===== config.mk =====
export PLATFORM = sky130hd
export DESIGN_NAME = npc_min_tree
export DESIGN_NICKNAME = d
export VERILOG_FILES = /design/src/rtl/core/assert_macros.svh /design/src/rtl/core/npc_pkg.sv /design/src/rtl/core/npc_min_tree.sv
export SDC_FILE = /design/constraint.sdc
export NUM_CORES = 1
export LEC_CHECK = 0
export ABC_CLOCK_PERIOD_IN_PS = 4100
export BUFFER_PORTS_ARGS = -buffer_cell sky130_fd_sc_hd__buf_4
export CORE_MARGIN = 2
export CORE_UTILIZATION = 55
export DETAILED_ROUTE_END_ITERATION = 10
export PLACE_DENSITY = 0.84
export SLEW_MARGIN = 20
export SYNTH_ARGS = -nofsm -noshare
export SYNTH_HDL_FRONTEND = slang
export SYNTH_SLANG_ARGS = --single-unit

===== constraint.sdc =====
create_clock -name clk -period 4.1 [get_ports clk]
set_input_delay 0.41 -clock clk [delete_from_list [all_inputs] [get_ports clk]]
set_output_delay 0.41 -clock clk [all_outputs]
set_load 0.05 [all_outputs]

===== src/rtl/core/assert_macros.svh =====
// ---------------------------------------------------------------------------
// Assertion macros shared by the RTL
// ---------------------------------------------------------------------------
`ifndef ASSERT_MACROS_SVH
`define ASSERT_MACROS_SVH

// clocked check, switched off while reset is high
`define NPC_ASSERT(lbl, clk, rst, prop, msg) \
  lbl: assert property (@(posedge clk) disable iff (rst) prop) else $error(msg);

// clocked check that also holds through reset
`define NPC_ASSERT_NR(lbl, clk, prop, msg) \
  lbl: assert property (@(posedge clk) prop) else $error(msg);

`endif


===== src/rtl/core/npc_pkg.sv =====
// ---------------------------------------------------------------------------
// npc_pkg
// Types, palette tables and helpers for the nearest palette colour block.
// ---------------------------------------------------------------------------
`default_nettype none

package npc_pkg;

  typedef struct packed {
    logic [7:0] b;
    logic [7:0] g;
    logic [7:0] r;
  } bgr_t;

  // control that travels alongside an item
  typedef struct packed {
    logic valid;
    logic sel;
  } ctl_t;

  localparam int NUM_A     = 26;
  localparam int NUM_B     = 8;
  localparam int NUM_LANES = NUM_A;
  localparam int IDX_W     = 5;
  localparam int B_IDX_W   = 3;
  localparam int LEVELS    = 5;
  localparam int LEAVES    = 1 << LEVELS;
  localparam int DIST_W    = 18;
  localparam int SQ_W      = 16;
  localparam logic [DIST_W-1:0] DIST_MAX = '1;

  // lane stages + comparator tree + output register
  localparam int LANE_STAGES = 3;
  localparam int PIPE_LAT    = LANE_STAGES + LEVELS + 1;

  localparam bgr_t TBL_A [NUM_A] = '{
    '{8'd120, 8'd138, 8'd244}, '{8'd198, 8'd198, 8'd240},
    '{8'd230, 8'd189, 8'd245}, '{8'd246, 8'd160, 8'd198},
    '{8'd150, 8'd135, 8'd237}, '{8'd160, 8'd153, 8'd238},
    '{8'd127, 8'd169, 8'd245}, '{8'd159, 8'd212, 8'd238},
    '{8'd149, 8'd218, 8'd166}, '{8'd202, 8'd213, 8'd139},
    '{8'd227, 8'd215, 8'd145}, '{8'd228, 8'd196, 8'd125},
    '{8'd244, 8'd173, 8'd138}, '{8'd248, 8'd189, 8'd183},
    '{8'd245, 8'd211, 8'd202}, '{8'd224, 8'd192, 8'd184},
    '{8'd203, 8'd173, 8'd165}, '{8'd183, 8'd154, 8'd147},
    '{8'd162, 8'd135, 8'd128}, '{8'd141, 8'd115, 8'd110},
    '{8'd120, 8'd96,  8'd91},  '{8'd100, 8'd77,  8'd73},
    '{8'd79,  8'd58,  8'd54},  '{8'd58,  8'd39,  8'd36},
    '{8'd48,  8'd32,  8'd30},  '{8'd38,  8'd25,  8'd24}
  };

  localparam bgr_t TBL_B [NUM_B] = '{
    '{8'd54,  8'd43,  8'd0},   '{8'd66,  8'd54,  8'd7},
    '{8'd117, 8'd110, 8'd88},  '{8'd131, 8'd123, 8'd101},
    '{8'd150, 8'd148, 8'd131}, '{8'd161, 8'd161, 8'd147},
    '{8'd227, 8'd246, 8'd253}, '{8'd0,   8'd137, 8'd181}
  };

  function automatic logic [7:0] abs_diff(input logic [7:0] x, input logic [7:0] y);
    return (x >= y) ? (x - y) : (y - x);
  endfunction

  function automatic bgr_t palette_entry(input logic sel, input logic [IDX_W-1:0] idx);
    bgr_t e;
    e = '0;
    if (sel) begin
      if (idx < IDX_W'(NUM_B)) e = TBL_B[idx[B_IDX_W-1:0]];
    end else begin
      if (idx < IDX_W'(NUM_A)) e = TBL_A[idx];
    end
    return e;
  endfunction

endpackage

`default_nettype wire


===== src/rtl/core/npc_min_tree.sv =====
// ---------------------------------------------------------------------------
// npc_min_tree
// Registered pairwise minimum tree over the lane distances, one level per
// stage; the left (lower index) node wins a tie.
// ---------------------------------------------------------------------------
`default_nettype none

module npc_min_tree (
  input  logic                       clk,
  input  logic [npc_pkg::DIST_W-1:0] leaf_dist [npc_pkg::NUM_LANES],
  output logic [npc_pkg::IDX_W-1:0]  best_idx
);
  import npc_pkg::*;

  logic [DIST_W-1:0] pad_dist [LEAVES];
  logic [IDX_W-1:0]  pad_idx  [LEAVES];
  logic [DIST_W-1:0] node_dist [LEVELS][LEAVES/2];
  logic [IDX_W-1:0]  node_idx  [LEVELS][LEAVES/2];

  // spare leaves beyond the lanes sit at the largest distance
  for (genvar i = 0; i < LEAVES; i++) begin : g_pad
    if (i < NUM_LANES) begin : g_used
      assign pad_dist[i] = leaf_dist[i];
    end else begin : g_spare
      assign pad_dist[i] = DIST_MAX;
    end
    assign pad_idx[i] = IDX_W'(i);
  end

  for (genvar lv = 0; lv < LEVELS; lv++) begin : g_lvl
    for (genvar n = 0; n < (LEAVES >> (lv + 1)); n++) begin : g_node
      if (lv == 0) begin : g_leaf
        always_ff @(posedge clk) begin
          if (pad_dist[2*n+1] < pad_dist[2*n]) begin
            node_dist[lv][n] <= pad_dist[2*n+1];
            node_idx[lv][n]  <= pad_idx[2*n+1];
          end else begin
            node_dist[lv][n] <= pad_dist[2*n];
            node_idx[lv][n]  <= pad_idx[2*n];
          end
        end
      end else begin : g_inner
        always_ff @(posedge clk) begin
          if (node_dist[lv-1][2*n+1] < node_dist[lv-1][2*n]) begin
            node_dist[lv][n] <= node_dist[lv-1][2*n+1];
            node_idx[lv][n]  <= node_idx[lv-1][2*n+1];
          end else begin
            node_dist[lv][n] <= node_dist[lv-1][2*n];
            node_idx[lv][n]  <= node_idx[lv-1][2*n];
          end
        end
      end
    end
  end

  assign best_idx = node_idx[LEVELS-1][0];

endmodule

`default_nettype wire


==> flow_summary_export.csv <==
group,metric,value,unit
timing,finalSetupViolations,0,
synth,syn_area,26700,µm²
timing,slew_headroom,29.1,%
finish,drive_gt1_share,33.7,%
drt,num_vias,19567,
grt,overflow,0,
timing,finalMaxSlewViolations,0,
finish,design_area,32600,µm²
clock_network,cts-htree-levels,2,
power_and_ir_drop,switching_share,31.3,%
timing,layout_min_cycle_time,3.01,ns
synth,ys_seq_area_share,38.8,%
grt,grt_usage,26.0,%
power_and_ir_drop,p_seq_share,39.8,%
finish,diodes,0,
power_and_ir_drop,p_per_area,543,nW/µm²
power_and_ir_drop,irDropWorstVdd,0.358,mV
worst_setup_path,critPathRequiredTime,4.56,ns
power_and_ir_drop,clock_power_share,27.3,%
drt,wl,67200,µm
timing,rsz0062_at_grt,"no",
finish,area_delta_synth_final,22.3,%
synth,synth_edf_count,0,
timing,final.setup.tns,0,ns
grt,first_global_vias,20667,
timing,finalHoldViolCount,0,
worst_hold_path,hold_path.class,"in2reg",
timing,hold_ws,0.0440,ns
placed_design,preCtsSetupSlack,1.09,ns
timing,min_period_over_period,73.5,%
clock_network,cts_sinks,517,
power_and_ir_drop,p_leak,16.5,nW
worst_setup_path,critPathArrivalTime,3.47,ns
worst_setup_path,cp_max_fo,11,
timing,worstMarginPinSlew,1.06,ns
clock_network,cts_resized,0,
clock_network,clock_latency,0.58,ns
placed_design,hpwl,54000,µm
drt,drcViolationCount,0,
grt,grt_pass1_wl,105000,µm
status,outcome,"complete, no violations",
synth,synth_common_cells,"dfxtp_1, inv_1, ha_1",
die,rows,80,
drt,dr.pass1.iters,5,
placed_design,io_buffers,473,
finish,layout.nets,3884,
synth,synthCells,2486,
worst_setup_path,endpoint_kind,"flop",
synth,synth_top_area_share,38.8,%
clock_network,cts_buffer_depth,3,
timing,finClkSkew,0.00985,ns
synth,yosys-top-cells-area,"dfxtp_1, ha_1, mux2_2",
timing,clock.fmax,332,MHz
drt,drt-initial-drc-count,712,
clock_network,cts_setup_buffers,0,
synth,synth_top_cell_by_area,"dfxtp_1",
die,die_area,50300,µm²
die,die_w,224,µm
timing,fin_ws,1.09,ns
synth,synth_warnings,0,
die,io_pins,474,
worst_setup_path,reg2regPathDepth,8,
synth,synthFlopType,"dfxtp_1",
clock_network,path_clk_slew,0.07,ns
power_and_ir_drop,combPwrFrac,32.9,%
synth,async_reset_ff_share,0,%
flow_run,maxCapViolCount,0,
synth,synth_seq_cells,517,
die,coreArea,47800,µm²
placed_design,globalplace.congestion,0.953,
clock_network,cts_tree,"built",
synth,synth.most_common_cell,"dfxtp_1",
synth,avgSynthCellArea,10.7,µm²
grt,antenna_found_initial,0,
drt,final_antenna_net_count,0,
placed_design,placed_area,30800,µm²
power_and_ir_drop,power.internal,12.2,mW
die,start_util,55.8,%
clock_network,hold_buffers,0,
power_and_ir_drop,p_total,17.7,mW
worst_setup_path,path_class,"reg2reg",
drt,post_drt_wl_per_cell,18.4,µm
die,die_height,224,µm
clock_network,numCtsBuffers,52,
drt,vias_per_cell,5.37,
grt,grt_max_degree,22,
worst_setup_path,crit_path_start_kind,"flop",
synth,synth_cell_types,41,
power_and_ir_drop,p_sw,5.54,mW
clock_network,root_buffer,"clkbuf_16",
synth,synth.net_count,3380,
worst_hold_path,whs_path_depth,2,
-- worst max-delay path: stages, from the launching register on --
cell and delay, ns:
dfxtp_1 0.34, inv_1 0.05, ha_1 0.29, a21oi_1 0.16, o21ai_0 0.12, a221o_1 0.35, a221oi_2 0.84, buf_4 0.34
mux2_2 0.39
-- stage by stage --
step           cells  utilization, %
2_1_floorplan   2486               -
3_3_place_gp    3548            64.4
3_5_place_dp    3548            64.4
4_1_cts         3643            68.1
5_1_grt         3646            68.2
6_report        3646            68.2
-- kinds of logic after synthesis --
kind of cell             share of synthesized area (%)
flip-flops                                        38.8
multiplexers                                      19.7
AO/OA/AOI/OAI                                     8.88
AND/OR/NAND/NOR                                   5.61
buffers and inverters                             7.11
adder cells (fa/ha/maj)                           19.9
-- metal layers --
| layer | vias up | wire length (µm) | track usage [%] |
|---|---|---|---|
| met5 | - | 0 | 0 |
| met4 | 0 | 2470 | 10.3 |
| met3 | 151 | 2580 | 3.49 |
| met2 | 495 | 33500 | 47.1 |
| met1 | 9238 | 28700 | 31.2 |
| li1 | 9683 | - | - |
-- worst paths after layout --
kind | start | to | slack, ns
worst max-delay path | node_dist[1][153] | node_dist[2][190] | 1.09
worst max register to register | node_dist[1][153] | node_dist[2][190] | 1.09
worst min-delay path | leaf_dist[320] | node_dist[0][158] | 0.04
worst min register to register | node_dist[0][0] | node_dist[1][108] | 0.33
-- flip-flops by register name (all words and copies together), names as in the netlist --
register   flops
node_dist    468
node_idx      49
-- power groups by stage --
stage / Clock (mW) / Combinational, mW / Sequential, mW
after detailed placement: 0 / 5.72 / 7.12
final: 4.83 / 5.82 / 7.06
after CTS: 4.91 / 5.81 / 7.05
after floorplan: 0 / 4.08 / 6.86
after global placement: 0 / 5.43 / 7.09
after global routing: 5.09 / 6.45 / 7.16
-- layout make-up --
class	count	area [µm²]
repair buffers	488	3690
clock buffers	65	1450
inverters	427	1600
multi-input cells	1504	14500
flip-flops and latches	517	10300
clock inverters	30	307
fillers	3427	15200
well taps	615	769
-- cell usage in the layout (no fill, tap or decap), drive strengths merged, types with 48 or more instances in the layout --
cell type,n
dfxtp,517
buf,488
ha,425
o21ai,76
a21oi,164
nand2,115
mux2,452
clkbuf,65
and4,48
inv,428
Note: power is estimated with default switching activity, not from simulation.
