`config.mk`:
```
export PLATFORM = sky130hd
export DESIGN_NAME = npc_lane
export DESIGN_NICKNAME = d
export VERILOG_FILES = /design/src/rtl/core/assert_macros.svh /design/src/rtl/core/npc_pkg.sv /design/src/rtl/core/npc_lane.sv
export SDC_FILE = /design/constraint.sdc
export NUM_CORES = 1
export LEC_CHECK = 0
export BUFFER_PORTS_ARGS = -buffer_cell sky130_fd_sc_hd__clkbuf_2
export CORE_UTILIZATION = 46
export CTS_CLUSTER_SIZE = 10
export DETAILED_ROUTE_END_ITERATION = 12
export MAX_ROUTING_LAYER = met4
export RECOVER_POWER = 25
export SLEW_MARGIN = 20
export SYNTH_ARGS = -nofsm -noshare
export SYNTH_HDL_FRONTEND = slang
export SYNTH_SLANG_ARGS = --single-unit
```
`constraint.sdc`:
```
create_clock -name clk -period 6.2 [get_ports clk]
set_clock_uncertainty 0.1 [all_clocks]
set_input_delay 0.93 -clock clk [delete_from_list [all_inputs] [get_ports clk]]
set_output_delay 0.93 -clock clk [all_outputs]
set_load 0.03 [all_outputs]
```
`src/rtl/core/assert_macros.svh`:
```
// ---------------------------------------------------------------------------
// Assertion macros shared by the RTL
// ---------------------------------------------------------------------------
`ifndef ASSERT_MACROS_SVH
`define ASSERT_MACROS_SVH

// clocked check, switched off while reset is high
`define NPC_ASSERT(lbl, clk, rst, prop, msg) \
  lbl: assert property (@(posedge clk) disable iff (rst) prop) else $error(msg);

// clocked check that also holds through reset
`define NPC_ASSERT_NR(lbl, clk, prop, msg) \
  lbl: assert property (@(posedge clk) prop) else $error(msg);

`endif

```
`src/rtl/core/npc_pkg.sv`:
```
// ---------------------------------------------------------------------------
// npc_pkg
// Types, palette tables and helpers for the nearest palette colour block.
// ---------------------------------------------------------------------------
`default_nettype none

package npc_pkg;

  typedef struct packed {
    logic [7:0] b;
    logic [7:0] g;
    logic [7:0] r;
  } bgr_t;

  // control that travels alongside an item
  typedef struct packed {
    logic valid;
    logic sel;
  } ctl_t;

  localparam int NUM_A     = 26;
  localparam int NUM_B     = 8;
  localparam int NUM_LANES = NUM_A;
  localparam int IDX_W     = 5;
  localparam int B_IDX_W   = 3;
  localparam int LEVELS    = 5;
  localparam int LEAVES    = 1 << LEVELS;
  localparam int DIST_W    = 18;
  localparam int SQ_W      = 16;
  localparam logic [DIST_W-1:0] DIST_MAX = '1;

  // lane stages + comparator tree + output register
  localparam int LANE_STAGES = 3;
  localparam int PIPE_LAT    = LANE_STAGES + LEVELS + 1;

  localparam bgr_t TBL_A [NUM_A] = '{
    '{8'd120, 8'd138, 8'd244}, '{8'd198, 8'd198, 8'd240},
    '{8'd230, 8'd189, 8'd245}, '{8'd246, 8'd160, 8'd198},
    '{8'd150, 8'd135, 8'd237}, '{8'd160, 8'd153, 8'd238},
    '{8'd127, 8'd169, 8'd245}, '{8'd159, 8'd212, 8'd238},
    '{8'd149, 8'd218, 8'd166}, '{8'd202, 8'd213, 8'd139},
    '{8'd227, 8'd215, 8'd145}, '{8'd228, 8'd196, 8'd125},
    '{8'd244, 8'd173, 8'd138}, '{8'd248, 8'd189, 8'd183},
    '{8'd245, 8'd211, 8'd202}, '{8'd224, 8'd192, 8'd184},
    '{8'd203, 8'd173, 8'd165}, '{8'd183, 8'd154, 8'd147},
    '{8'd162, 8'd135, 8'd128}, '{8'd141, 8'd115, 8'd110},
    '{8'd120, 8'd96,  8'd91},  '{8'd100, 8'd77,  8'd73},
    '{8'd79,  8'd58,  8'd54},  '{8'd58,  8'd39,  8'd36},
    '{8'd48,  8'd32,  8'd30},  '{8'd38,  8'd25,  8'd24}
  };

  localparam bgr_t TBL_B [NUM_B] = '{
    '{8'd54,  8'd43,  8'd0},   '{8'd66,  8'd54,  8'd7},
    '{8'd117, 8'd110, 8'd88},  '{8'd131, 8'd123, 8'd101},
    '{8'd150, 8'd148, 8'd131}, '{8'd161, 8'd161, 8'd147},
    '{8'd227, 8'd246, 8'd253}, '{8'd0,   8'd137, 8'd181}
  };

  function automatic logic [7:0] abs_diff(input logic [7:0] x, input logic [7:0] y);
    return (x >= y) ? (x - y) : (y - x);
  endfunction

  function automatic bgr_t palette_entry(input logic sel, input logic [IDX_W-1:0] idx);
    bgr_t e;
    e = '0;
    if (sel) begin
      if (idx < IDX_W'(NUM_B)) e = TBL_B[idx[B_IDX_W-1:0]];
    end else begin
      if (idx < IDX_W'(NUM_A)) e = TBL_A[idx];
    end
    return e;
  endfunction

endpackage

`default_nettype wire

```
`src/rtl/core/npc_lane.sv`:
```
// ---------------------------------------------------------------------------
// npc_lane
// Squared distance from the pixel to one palette entry, three stages:
// absolute difference, square, sum.
// ---------------------------------------------------------------------------
`default_nettype none

module npc_lane (
  input  logic                       clk,
  input  npc_pkg::bgr_t              pix,
  input  npc_pkg::bgr_t              ent,
  input  logic                       active,
  output logic [npc_pkg::DIST_W-1:0] dist_sum
);
  import npc_pkg::*;

  logic [7:0]      ad_b, ad_g, ad_r;
  logic            act1;
  logic [SQ_W-1:0] sq_b, sq_g, sq_r;
  logic            act2;

  always_ff @(posedge clk) begin
    ad_b <= abs_diff(pix.b, ent.b);
    ad_g <= abs_diff(pix.g, ent.g);
    ad_r <= abs_diff(pix.r, ent.r);
    act1 <= active;
  end

  always_ff @(posedge clk) begin
    sq_b <= ad_b * ad_b;
    sq_g <= ad_g * ad_g;
    sq_r <= ad_r * ad_r;
    act2 <= act1;
  end

  // unused lanes of the short palette never win
  always_ff @(posedge clk) begin
    if (act2) begin
      dist_sum <= DIST_W'(sq_b) + DIST_W'(sq_g) + DIST_W'(sq_r);
    end else begin
      dist_sum <= DIST_MAX;
    end
  end

endmodule

`default_nettype wire

```
==> metrics.md, run 1 <==
| Metric | Value |
|---|---|
| Number of distinct standard cells referenced by the synthesized netlist | `54` |
| Maximum operating frequency | `224 MHz` |
| Overall routed net length | `17.4 mm` |
| Cell type contributing the most total cell area after synthesis | `sky130_fd_sc_hd__fa_1` |
| Pin count of the biggest net entering global routing | `20` |
| Number of synthesized flops with an enable pin | `0` |
| Fin Setup TNS | `0 ns` |
| Buffers plus inverters on the worst setup path | `3` |
| End of the worst register-to-register path | `sq_g[15]` |
| Slew HR | `0.614` |
| Congestion Overflow GR | `0` |
| Area of the die | `0.0215 mm2` |
| Final Max Tran Viols | `0` |
| Cell chosen for the clock root | `sky130_fd_sc_hd__clkbuf_16` |
| Count of mapped cells out of synthesis | `1040` |
| Final net count | `1397` |
| Share of cells above drive strength 1 | `0.0804` |
| Starting density of the core | `0.473` |
| Time the worst path needs with I/O delays and setup | `4.47 ns` |
| Vias in the first global route | `6771` |
| Worst reg2reg setup slack | `1.73 ns` |
| Std cell rows | `52` |
| Clock transition at the register clock pins on the worst setup and hold paths after CTS | `0.07 ns` |
| Post-route ant nets | `0` |
| Worst r2r src | `ad_g[3]` |
| Maximum clock path buffer count | `2` |
| CP cell instances | `inv_1 > nor2_1 > fa_1 > fa_1 > inv_1 > fa_1 > fa_1 > inv_1 > ha_1 > o21a_1 > a2111oi_2 > o31ai_1 > a21oi_1 > xor2_1` |
| Post-synthesis register bit count | `89` |
| FILL cells | `1934` |
| Category of the critical setup timing path | `reg2reg` |
| Number of sinks on the clock net | `89` |
| Width of the chip | `147 um` |
| Wire length of the first global-routing pass | `30.8 mm` |
| Fin Hold WS | `0.233 ns` |
| Total of buffers placed on input and output ports | `67` |
| Top area cells in the synthesized netlist | `sky130_fd_sc_hd__fa_1 (20%), sky130_fd_sc_hd__ha_1 (19%), sky130_fd_sc_hd__dfxtp_1 (18%)` |
| Clock tree from TritonCTS | `done` |
| Most common cell in the synthesized netlist | `sky130_fd_sc_hd__inv_1` |
| Outcome | `completed` |
| Number of design-rule violations left by the first detailed-router iteration | `191` |
| Via count | `6676` |
| Number of warnings issued by yosys | `0` |
| Largest delay contributor family on the critical path | `adder cells` |
| Cell mode on critical path | `sky130_fd_sc_hd__fa_1` |
| Number of failing hold endpoints at the final stage | `0` |
| Number of vias per cell after detailed routing | `4.85` |
| Count of H-tree levels built during CTS | `3` |
| Startpoint of the lowest-slack hold path | `act1` |
| Period Utilization, post-route | `0.720` |
| Ys flop type | `sky130_fd_sc_hd__dfxtp_1` |
| Sequential area share after synthesis | `0.185` |
| Hold Buf Count CTS | `0` |
| DP Area | `0.0102 mm2` |
| CP Capture Type | `flop` |
| Hold crit path type | `reg2reg` |
| Synth top cells by count | `sky130_fd_sc_hd__inv_1 (183), sky130_fd_sc_hd__ha_1 (148), sky130_fd_sc_hd__fa_1 (97)` |
| Antenna violations before repair | `0` |
| First-pass iteration count of the detailed router | `4` |
| Setup bufs post-CTS | `0` |
| TritonCTS buffer count | `9` |
| Avg Inst Size Synth | `9.27 um2` |
| Least-Margin Pin Slew | `0.579 ns` |
| RSZ-0062 raised after global routing | `false` |
| Later-pin clock latency in the skew report | `0.35 ns` |
| Arrival time of data at the critical path endpoint | `4.65 ns` |
| Kind of start point of the critical path | `flop` |
| Final number of setup-violating endpoints | `0` |
| Max-Cap Viols | `0` |
| Proportion of synthesized flip-flops having asynchronous set or reset | `0` |
| Total global-route track usage | `0.181` |
| Hold path endpoint | `act2` |
| Cell area after layout | `0.0105 mm2` |
| Critical Path Fanout Max | `7` |
| Number of top-level pins | `68` |
| Post_cts resized | `0` |
| Number of cells traversed by the worst hold path | `0` |
| Antenna Cells | `0` |
| Remaining DRCs | `0` |
| Cells on worst reg2reg path | `14` |
| Crit path required time | `6.38 ns` |
| Core ar. | `0.0204 mm2` |
| Library cell contributing the largest single delay on the critical path | `sky130_fd_sc_hd__fa_1` |
| HPWL Detailed | `14.8 mm` |
| GPL Wtd Cong | `0.853` |
| Die span in y | `147 um` |
| Delay contributed by the slowest stage of the critical path | `0.54 ns` |
| Drt wl/cell | `12.6 um` |
| Share of the synthesized area in the top cell type | `0.201` |
| Netlist area before placement | `0.00964 mm2` |
| Synthesis-to-layout area growth | `9.15%` |
## through the flow
stage	utilization	setup slack, ns	std cells
CTS	0.517	1.73	1377
detailed placement	0.502	1.76	1361
floorplan	-	1.91	1042
finish	0.517	1.73	1377
global placement	0.502	1.76	1361
global route	0.517	1.39	1377
## how the worst max path moves through the flow
stage | startpoint | to | slack, ns | cells past startpoint
after CTS | ad_g[3] | sq_g[15] | 1.73 | 14
after floorplan | ad_r[5] | sq_r[13] | 1.91 | 14
after global routing | ad_g[5] | sq_g[15] | 1.39 | 14
after detailed placement | ad_g[3] | sq_g[15] | 1.76 | 14
after global placement | ad_g[3] | sq_g[15] | 1.76 | 14
final | ad_g[3] | sq_g[15] | 1.73 | 14
## layout make-up
cell class                      count  area (um2)  area share
Tap cell                          270         338      0.0321
Clock buffer                       10         239      0.0227
Sequential cell                    89        1780       0.169
Clock inverter                      6        66.3     0.00630
Multi-Input combinational cell    752        7090       0.674
Timing Repair Buffer               67         323      0.0307
Inverter                          183         687      0.0653
## logic make-up after synthesis
| logic type | count (synthesis) | share of synthesized area |
|---|---|---|
| DFF | 89 | 0.185 |
| other | 1 | 0.000389 |
| AOI/OAI and AO/OA | 188 | 0.125 |
| buffers and inverters | 201 | 0.0807 |
| and+or+nand+nor | 211 | 0.116 |
| xor gates and xnor gates | 80 | 0.0727 |
| muxes | 25 | 0.0261 |
| adders and majority gates | 245 | 0.394 |
## sequential cells by signal, summed over array words and instances (netlist names)
register	count
act1	1
sq_b	15
ad_b	8
ad_g	8
ad_r	8
dist_sum	18
sq_r	15
act2	1
sq_g	15
## layout by cell type (no fill, tap or decap), types with 9 or more instances in the layout
| master | count |
|---|---|
| sky130_fd_sc_hd__a21oi_1 | 60 |
| sky130_fd_sc_hd__a21o_1 | 20 |
| sky130_fd_sc_hd__nand2_1 | 52 |
| sky130_fd_sc_hd__inv_1 | 183 |
| sky130_fd_sc_hd__mux2i_1 | 24 |
| sky130_fd_sc_hd__nor2b_1 | 19 |
| sky130_fd_sc_hd__xor2_1 | 37 |
| sky130_fd_sc_hd__clkbuf_16 | 9 |
| sky130_fd_sc_hd__nand2b_1 | 17 |
| sky130_fd_sc_hd__xnor2_1 | 43 |
| sky130_fd_sc_hd__and2_1 | 66 |
| sky130_fd_sc_hd__fa_1 | 97 |
| sky130_fd_sc_hd__dfxtp_1 | 89 |
| sky130_fd_sc_hd__nor2_1 | 28 |
| sky130_fd_sc_hd__ha_1 | 148 |
| sky130_fd_sc_hd__a31oi_1 | 9 |
| sky130_fd_sc_hd__clkbuf_1 | 10 |
| sky130_fd_sc_hd__o21ai_0 | 39 |
| sky130_fd_sc_hd__o21a_1 | 9 |
| sky130_fd_sc_hd__clkbuf_2 | 57 |
## worst register-to-register path, cell delays in order, from the launching register on
cell and delay (ns):
sky130_fd_sc_hd__dfxtp_1 0.49, sky130_fd_sc_hd__inv_1 0.16, sky130_fd_sc_hd__nor2_1 0.24, sky130_fd_sc_hd__fa_1 0.49, sky130_fd_sc_hd__fa_1 0.54, sky130_fd_sc_hd__inv_1 0.05
sky130_fd_sc_hd__fa_1 0.45, sky130_fd_sc_hd__fa_1 0.49, sky130_fd_sc_hd__inv_1 0.04, sky130_fd_sc_hd__ha_1 0.29, sky130_fd_sc_hd__o21a_1 0.15, sky130_fd_sc_hd__a2111oi_2 0.44
sky130_fd_sc_hd__o31ai_1 0.13, sky130_fd_sc_hd__a21oi_1 0.18, sky130_fd_sc_hd__xor2_1 0.15
## routing by layer
metal,up-vias,track usage,part of all wire
met1,3077,0.237,0.51
met4,0,0.0578,0.019
met2,88,0.293,0.45
li1,3490,-,-
met5,-,-,0
met3,21,0.0205,0.020
Power of run 1 is left out: the tool's default activity adds up to more than one toggle a clock period on the data nets, which glitch-free logic cannot reach.
==> run 2: changes to the inputs <==
PLACE_DENSITY = 0.66   (was unset)
clock period = 3.75 ns   (was 6.2 ns; I/O delays follow)
==> metrics.md, run 2 (synthesis results as in run 1) <==
| Metric | Value |
|---|---|
| Outcome | `complete, but fails checks` |
| Failing checks | `setup timing` |
| Share of cells above drive strength 1 | `0.266` |
| Total global-route track usage | `0.193` |
| Clock transition at the register clock pins on the worst setup and hold paths after CTS | `0.07 ns` |
| Startpoint of the lowest-slack hold path | `active` |
| Antenna violations before repair | `0` |
| Width of the chip | `147 um` |
| Final number of setup-violating endpoints | `15` |
| Kind of start point of the critical path | `flop` |
| GR met3 Demand/Resource | `0.0264` |
| Period Utilization, post-route | `1.06` |
| Starting density of the core | `0.473` |
| Congestion Overflow GR | `0` |
| Area occupied by registers | `0.00184 mm2` |
| Fraction of met2 tracks used by global routing | `0.311` |
| Core ar. | `0.0204 mm2` |
| Number of failing hold endpoints at the final stage | `0` |
| Max reg flops | `18` |
| Drt wl/cell | `12.5 um` |
| Die span in y | `147 um` |
| Arrival time of data at the critical path endpoint | `4.15 ns` |
| Cell chosen for the clock root | `sky130_fd_sc_hd__clkbuf_16` |
| Final net count | `1511` |
| Crit path required time | `3.93 ns` |
| Critical Path Fanout Max | `7` |
| Met1 track demand over resource in global routing | `0.253` |
| GPL Wtd Cong | `0.866` |
| FILL cells | `1765` |
| Maximum clock path buffer count | `2` |
| DP Area | `0.0112 mm2` |
| Worst reg2reg setup slack | `-0.22 ns` |
| Time the worst path needs with I/O delays and setup | `3.97 ns` |
| Setup WS post-layout | `-0.219 ns` |
| Most frequent cells in the layout | `sky130_fd_sc_hd__inv_1 (164), sky130_fd_sc_hd__ha_1 (133), sky130_fd_sc_hd__buf_4 (107)` |
| TritonCTS buffer count | `9` |
| Total of buffers placed on input and output ports | `67` |
| Maximum operating frequency | `252 MHz` |
| Fin Setup TNS | `-1.46 ns` |
| Category of the critical setup timing path | `reg2reg` |
| Hold Buf Count CTS | `0` |
| Hold path endpoint | `act1` |
| Cell area after layout | `0.0120 mm2` |
| Busiest layer in global routing | `met2` |
| Count of H-tree levels built during CTS | `3` |
| Total area of multi-input combinational cells | `0.00765 mm2` |
| Overall routed net length | `18.7 mm` |
| Most common cell after layout, fill and taps aside | `sky130_fd_sc_hd__inv_1` |
| Later-pin clock latency in the skew report | `0.36 ns` |
| Antenna Cells | `0` |
| Number of top-level pins | `68` |
| HPWL Detailed | `15.7 mm` |
| Number of design-rule violations left by the first detailed-router iteration | `251` |
| Synthesis-to-layout area growth | `24.9%` |
| End of the worst register-to-register path | `sq_r[13]` |
| Number of vias per cell after detailed routing | `4.84` |
| RSZ-0062 raised after global routing | `true` |
| Worst r2r src | `ad_r[4]` |
| Least-Margin Pin Slew | `0.589 ns` |
| Slew HR | `0.607` |
| Wire length of the first global-routing pass | `32.8 mm` |
| Layout Utilization | `0.591` |
| Cells on worst reg2reg path | `12` |
| Std cell rows | `52` |
| Final Max Tran Viols | `0` |
| Number of cells traversed by the worst hold path | `1` |
| Post-route ant nets | `0` |
| Via count | `7213` |
| First-pass iteration count of the detailed router | `4` |
| Vias in the first global route | `7209` |
| Minimum setup slack after placement | `-0.283 ns` |
| Clock tree from TritonCTS | `done` |
| CP Capture Type | `flop` |
| Max-Cap Viols | `0` |
| Remaining DRCs | `0` |
| Pin count of the biggest net entering global routing | `20` |
| Hold crit path type | `in2reg` |
| Most flop-heavy register | `dist_sum` |
| Area of the die | `0.0215 mm2` |
| Number of sinks on the clock net | `89` |
run 2: changes by cell type in the layout (fill, tap and decap cells not counted), sizes merged:
cell / before / now
buf: 0 / 112
inv: 184 / 186
clkbuf: 77 / 78
clkinvlp: 3 / 2
run 2: layout make-up:
type | count | area share
clock buffers | 9 | 0.0187
clock inverters | 7 | 0.00707
inverters | 183 | 0.0579
multi-input cells | 752 | 0.636
flip-flops and latches | 89 | 0.153
well taps | 270 | 0.0281
repair buffers | 181 | 0.0995
run 2: worst max-delay path by stage:
stage	from	endpoint	cells past startpoint
after CTS	ad_r[6]	sq_r[13]	12
after floorplan	ad_r[5]	sq_r[13]	13
after global placement	ad_r[5]	sq_r[13]	13
after detailed placement	ad_r[3]	sq_r[13]	13
final	ad_r[4]	sq_r[13]	12
after global routing	ad_r[1]	sq_r[13]	14
run 2: repair_timing:
item                       in CTS  in global routing
setup endpoints to repair      20                 21
hold endpoints to repair        0                  0
gates resized for setup        52                 68
pin swaps                      38                 54
buffers inserted                4                  5
run 2: metrics by stage:
stage,std cells,hold slack (ns)
floorplan,1042,0.210
global placement,1467,0.225
detailed placement,1467,0.215
CTS,1487,0.195
global route,1491,0.189
finish,1491,0.210
run 2: critical path, stage by stage, from the launching register on:
cell	delay, ns
sky130_fd_sc_hd__dfxtp_4	0.37
sky130_fd_sc_hd__buf_4	0.14
sky130_fd_sc_hd__fa_1	0.50
sky130_fd_sc_hd__fa_1	0.54
sky130_fd_sc_hd__inv_1	0.05
sky130_fd_sc_hd__fa_1	0.45
sky130_fd_sc_hd__fa_1	0.50
sky130_fd_sc_hd__inv_2	0.05
sky130_fd_sc_hd__ha_4	0.16
sky130_fd_sc_hd__or2_4	0.26
sky130_fd_sc_hd__o221a_4	0.31
sky130_fd_sc_hd__o41ai_4	0.31
sky130_fd_sc_hd__xnor2_1	0.16
run 2: routing by layer:
metal  up-vias  part of all wire
li1       3733                 -
met1      3388              0.48
met2        77              0.48
met3        15             0.022
met4         0             0.013
met5         -                 0
Power of run 2 is left out for the same reason.
